[src/hw/rtl/rmq_pkg.sv]
// Shared constants and helpers for the rotation matrix to quaternion block.
// No dependencies; imported by every module of the block.
package rmq_pkg;

   localparam int DATA_W = 16;
   localparam int TOL_W = 29;
   localparam logic [TOL_W-1:0] TOL_RESET = 29'd26844;

   function automatic int max_int(input int a, input int b);
      return (a > b) ? a : b;
   endfunction

endpackage

[src/hw/rtl/rmq_sqrt.sv]
// Pipelined integer square root, one root bit per register stage.
// Depends on rmq_pkg.
module rmq_sqrt #(
   parameter int RAD_W = 32,
   parameter int SIDE_W = 8
) (
   input  logic              clock,
   input  logic              reset,
   input  logic              en,
   input  logic              in_valid,
   input  logic [RAD_W-1:0]  in_rad,
   input  logic [SIDE_W-1:0] in_side,
   output logic              out_valid,
   output logic [RAD_W/2-1:0] out_root,
   output logic [SIDE_W-1:0] out_side
);
   import rmq_pkg::*;

   localparam int S_W = RAD_W / 2;
   localparam int RM_W = S_W + 3;

   logic              v_ff    [1:S_W];
   logic [S_W-1:0]    root_ff [1:S_W];
   logic [SIDE_W-1:0] side_ff [1:S_W];
   logic [RM_W-1:0]   rem_ff  [1:S_W-1];
   logic [RAD_W-1:0]  rad_ff  [1:S_W-1];

   for (genvar k = 0; k < S_W; k++) begin : g_stage
      logic              v_cur;
      logic [RM_W-1:0]   rem_cur, rem_sh, trial, rem_nxt;
      logic [S_W-1:0]    root_cur, root_nxt;
      logic [RAD_W-1:0]  rad_cur;
      logic [SIDE_W-1:0] side_cur;

      if (k == 0) begin : g_first
         assign v_cur = in_valid;
         assign rem_cur = '0;
         assign root_cur = '0;
         assign rad_cur = in_rad;
         assign side_cur = in_side;
      end else begin : g_rest
         assign v_cur = v_ff[k];
         assign rem_cur = rem_ff[k];
         assign root_cur = root_ff[k];
         assign rad_cur = rad_ff[k];
         assign side_cur = side_ff[k];
      end

      always_comb begin
         rem_sh = {rem_cur[RM_W-3:0], rad_cur[RAD_W-1 -: 2]};
         trial = {{(RM_W-S_W-2){1'b0}}, root_cur, 2'b01};
         if (rem_sh >= trial) begin
            rem_nxt = rem_sh - trial;
            root_nxt = {root_cur[S_W-2:0], 1'b1};
         end else begin
            rem_nxt = rem_sh;
            root_nxt = {root_cur[S_W-2:0], 1'b0};
         end
      end

      always_ff @(posedge clock) begin
         if (reset) begin
            v_ff[k+1] <= 1'b0;
         end else if (en) begin
            v_ff[k+1] <= v_cur;
         end
         if (en) begin
            root_ff[k+1] <= root_nxt;
            side_ff[k+1] <= side_cur;
         end
      end

      if (k < S_W - 1) begin : g_carry
         always_ff @(posedge clock) begin
            if (en) begin
               rem_ff[k+1] <= rem_nxt;
               rad_ff[k+1] <= rad_cur << 2;
            end
         end
      end
   end

   assign out_valid = v_ff[S_W];
   assign out_root = root_ff[S_W];
   assign out_side = side_ff[S_W];

endmodule

[config.mk]
export PLATFORM = sky130hd
export DESIGN_NAME = rmq_sqrt
export DESIGN_NICKNAME = d
export VERILOG_FILES = /design/src/hw/rtl/rmq_pkg.sv /design/src/hw/rtl/rmq_sqrt.sv
export SDC_FILE = /design/constraint.sdc
export NUM_CORES = 1
export LEC_CHECK = 0
export BUFFER_PORTS_ARGS = -buffer_cell sky130_fd_sc_hd__buf_4
export CORE_ASPECT_RATIO = 1.4
export CORE_UTILIZATION = 47
export DETAILED_ROUTE_END_ITERATION = 6
export GPL_TIMING_DRIVEN = 0
export SLEW_MARGIN = 20
export SYNTH_ARGS = -nofsm -noshare
export SYNTH_HDL_FRONTEND = slang
export SYNTH_SLANG_ARGS = --single-unit
export TNS_END_PERCENT = 5
[constraint.sdc]
create_clock -name clock -period 6.2 [get_ports clock]
set_input_delay 0.62 -clock clock [delete_from_list [all_inputs] [get_ports clock]]
set_output_delay 0.62 -clock clock [all_outputs]
set_load 0.01 [all_outputs]
==> results.md <==
* Post-DP HPWL at 43,300 um
* Slowest CP cell: buf_1
* Post-synthesis xor/xnor area fraction at 4.19%
* Worst-Margin Slew at 0.986 ns
* Fraction of layout cells with a size suffix above 1 at 9.29%
* Sequential share of power at 51.8%
* Avg Cell Area, Syn at 14.4 sq um
* R2r startpoint: rem_ff[0][266]
* Commonest non-fill, non-tap cell in the layout: edfxtp_1
* Sw Ratio at about 25%
* Largest family of logic cells by synthesized area: simple AND/OR/NAND/NOR gates
* Hold path startpoint: in_rad[24]
* R2R Path End: rem_ff[0][294]
* Cell-by-cell trace of the critical path: ha_1 > o21ai_0 > a22oi_1 > a221o_1 > a31o_2 > a31o_2 > clkbuf_1 > buf_1 > a21oi_1
* Final setup fails at 0
* Post-synth EDFFs at between 700 and 800
* Clk pin slew, worst setup/hold paths at 0.07 ns
* Post-synthesis simple-gate area fraction at 8.34%
* Input/output buffers at 68
* Met1 GRT Util at 13.7%
* Fmax at 270 MHz
* Final Core Density at 54.0%
* Max VDD drop at ~0.27 mV
* Power Density at between 300 and 400 mW/mm^2
* Final GP Congestion at 0.949
* Average via count per standard cell at between 5 and 6
* Post-Synthesis Cells at 2,259
* Rows at 113
* Post-synth net total at 2,455
* FF/Latch Area at 0.0227 sq mm
* Sequential fraction of the synthesis area at 70.1%
* Status: complete, no violations
* Routed wire per std cell at 17.7 um
* Crit path launch: rem_ff[0][266]
* Hold Crit Class: primary input to register
* Vias at about 18,000
* Max-slew violations at 0
* Logic pwr share at 12.9%
* Die area at 0.0701 sq mm
* Layout area overhead at 13.2%
* Grt peak-use layer: met2
* Total iterations of the first detailed-routing run at 6
* Total GRT Usage at 17.3%
* ANT cells at 0
* CTS Buf Count at 74
* First-pass GRT wire length at a little over 90,000 um
* CTS resizes at 0
* Grt met3 use at 3.09%
* Placed Area at 0.0343 sq mm
* Fillers at approximately 5,500
* Core area at around 0.07 sq mm
* Setup slack at placement at 2.45 ns
* Worst clock skew at 0.0452 ns
* Worst reg-to-reg setup slack at 2.49 ns
* WP data arrival at 4.03 ns
* Most used DFF post-synth: edfxtp_1
* CTS tree: built
* DRC at 0
* Post-Route WL at approximately 60,000 um
* Register-to-Register Path Depth at 9
* Mux contribution to synthesized area at 0.918%
* Min-Delay Path Depth at 1
* Worst setup margin at 2.49 ns
* Min Tclk post-route at ~3.7 ns
* RSZ-0062 raised after global routing: false
* Fin. Hold Viols at 0
* Critical path endpoint category: register
* Nets at between 2,000 and 3,000
* CTS Buffer Depth at 3
* Fraction of registers with async set/reset at 0%
* Total negative slack at 0 ns
* Leak pwr at 0.0138 uW
* Root buffer selected by CTS: clkbuf_16
* Synth Cell Area at 0.0324 sq mm
* Post-DRT Antenna Nets at 0
* Critical setup path kind: register to register
* Die height at 313 um
* Relative slew slack at 33.8%
* Yosys warnings at 0
* Yosys reg bits at 757
* NetSw at 3140 uW
* Pin count of the biggest net entering global routing at 104
* CP startpoint kind: register
* Post-CTS setup buffers at 0
* CP max FO at 10
* Vias in the first global route at 18,800
* Critical Path RT at 6.52 ns
* Cts hold-fix bufs at 0
* Multi-input gate area in the final layout at 0.00890 sq mm
* Synthesized-area fraction occupied by adder cells at 5.86%
* DIE WIDTH at 224 um
* Antenna violations before repair at 0
* Starting Density at a little under half
* Grt met2 use at between 30% and 40%
* Initial detailed-routing violation count at 1,166
* H-tree levels at 3
* Clk pwr share at 35.3%
* Int Power at 9400 uW
* Unique masters post-synth at a little over 70
* Max_cap viols at 0
* Largest stage delay, worst path at 0.55 ns
* Hold path endpoint: rad_ff[0][54]
* Most frequent cells in the layout: edfxtp_1, inv_1, ha_1
* Total clock sinks at around 760
* Clk_lat worst skew at approximately 0.65 ns
* Synth Area in Compound Gates at 8.10%
* Fin area at between 0.03 and 0.04 sq mm
* Tcrit/Tclk final at approximately 60%
* Crit-path most repeated cell: a31o_2
* Global route total overflow at 0
* # IOs at 69
==> layout make-up <==
cell class,instances,share of cell area [%]
flip-flops and latches,757,61.9
multi-input cells,1287,24.2
clock buffers,85,5.16
well taps,920,3.14
repair buffers,75,1.94
inverters,185,1.89
clock inverters,47,1.41
plain buffers,30,0.310
==> state kept, by name, summed over array words and instances (netlist names) <==
signal / count
root_ff: 136
rem_ff: 237
rad_ff: 240
v_ff: 16
side_ff: 128
==> power by group through the flow <==
stage / combinational, uW / sequential (uW) / clock, uW
2_1_floorplan: 1110 / 6510 / 0
3_3_place_gp: 1570 / 6650 / 0
3_5_place_dp: 1620 / 6600 / 0
4_1_cts: 1630 / 6500 / 4570
5_1_grt: 1790 / 6540 / 4750
6_report: 1620 / 6500 / 4430
==> kinds of logic (layout without fill, tap and decap cells) <==
group / count (synthesis) / in the layout
AO/OA/AOI/OAI: 414 / 414
XOR/XNOR: 155 / 155
adder cells (fa/ha/maj): 152 / 152
buffers and inverters: 215 / 422
flip-flops: 757 / 757
multiplexers: 27 / 27
other: 1 / 1
AND/OR/NAND/NOR: 538 / 538
==> layer usage <==
layer | up-vias | part of all wire (%)
met1 | 8706 | 31
met4 | 0 | 6.3
met2 | 345 | 60
met5 | - | 0
met3 | 168 | 3.2
li1 | 8733 | -
==> worst max-delay path by stage <==
stage                     end  slack [ns]  cells past startpoint
6_report       rem_ff[0][294]        2.49                      9
5_1_grt        rem_ff[0][294]        2.26                      9
4_1_cts        rem_ff[0][294]        2.42                      9
3_5_place_dp   rem_ff[0][294]        2.45                      9
3_3_place_gp       v_ff[0][7]       -2.31                      2
2_1_floorplan  rem_ff[0][166]        3.52                      8
==> per-stage QoR <==
step	total power, uW	hold slack, ns	instances
final	12500	0.153	3386
after global routing	13100	0.114	3386
after CTS	12700	0.109	3386
after detailed placement	8220	0.405	3254
after global placement	8210	0.400	3247
after floorplan	7620	0.400	2259
==> critical path: cells and delay by family, from the launching register on <==
| kind | cells | cell delay (ns) |
|---|---|---|
| AOI/OAI and AO/OA | 6 | 1.58 |
| adders and majority gates | 1 | 0.36 |
| buffers and inverters | 2 | 1.01 |
| DFF | 1 | 0.39 |
==> cell usage after synthesis (all sizes together) (3+ instances only) <==
cell	n	share of area (%)
and2	29	0.56
a31oi	8	0.15
nor2b	18	0.35
nand3b	8	0.19
or2	8	0.15
o22ai	4	0.077
o211ai	8	0.19
mux2	22	0.76
a211oi	16	0.37
inv	185	2.1
a2111oi	5	0.14
ha	152	5.9
o41ai	5	0.14
o21bai	7	0.16
nand3	28	0.43
or4	11	0.25
o21a	42	0.97
a31o	3	0.081
or3	24	0.46
mux2i	5	0.15
nor4	32	0.66
buf	3	0.039
o31a	9	0.24
o21ai	121	1.9
edfxtp	757	70
o31ai	21	0.49
a21o	35	0.81
xnor2	69	1.9
nand2b	23	0.45
or4b	4	0.14
nand4	19	0.37
xor2	86	2.3
and3	12	0.23
nand2	129	1.5
and4	4	0.11
o211a	3	0.093
a21oi	98	1.5
nor3b	4	0.093
clkbuf	27	0.31
o2111ai	3	0.081
nor2	131	1.5
a311oi	3	0.081
nor3	49	0.76
Note: power is estimated with default switching activity, not from simulation.
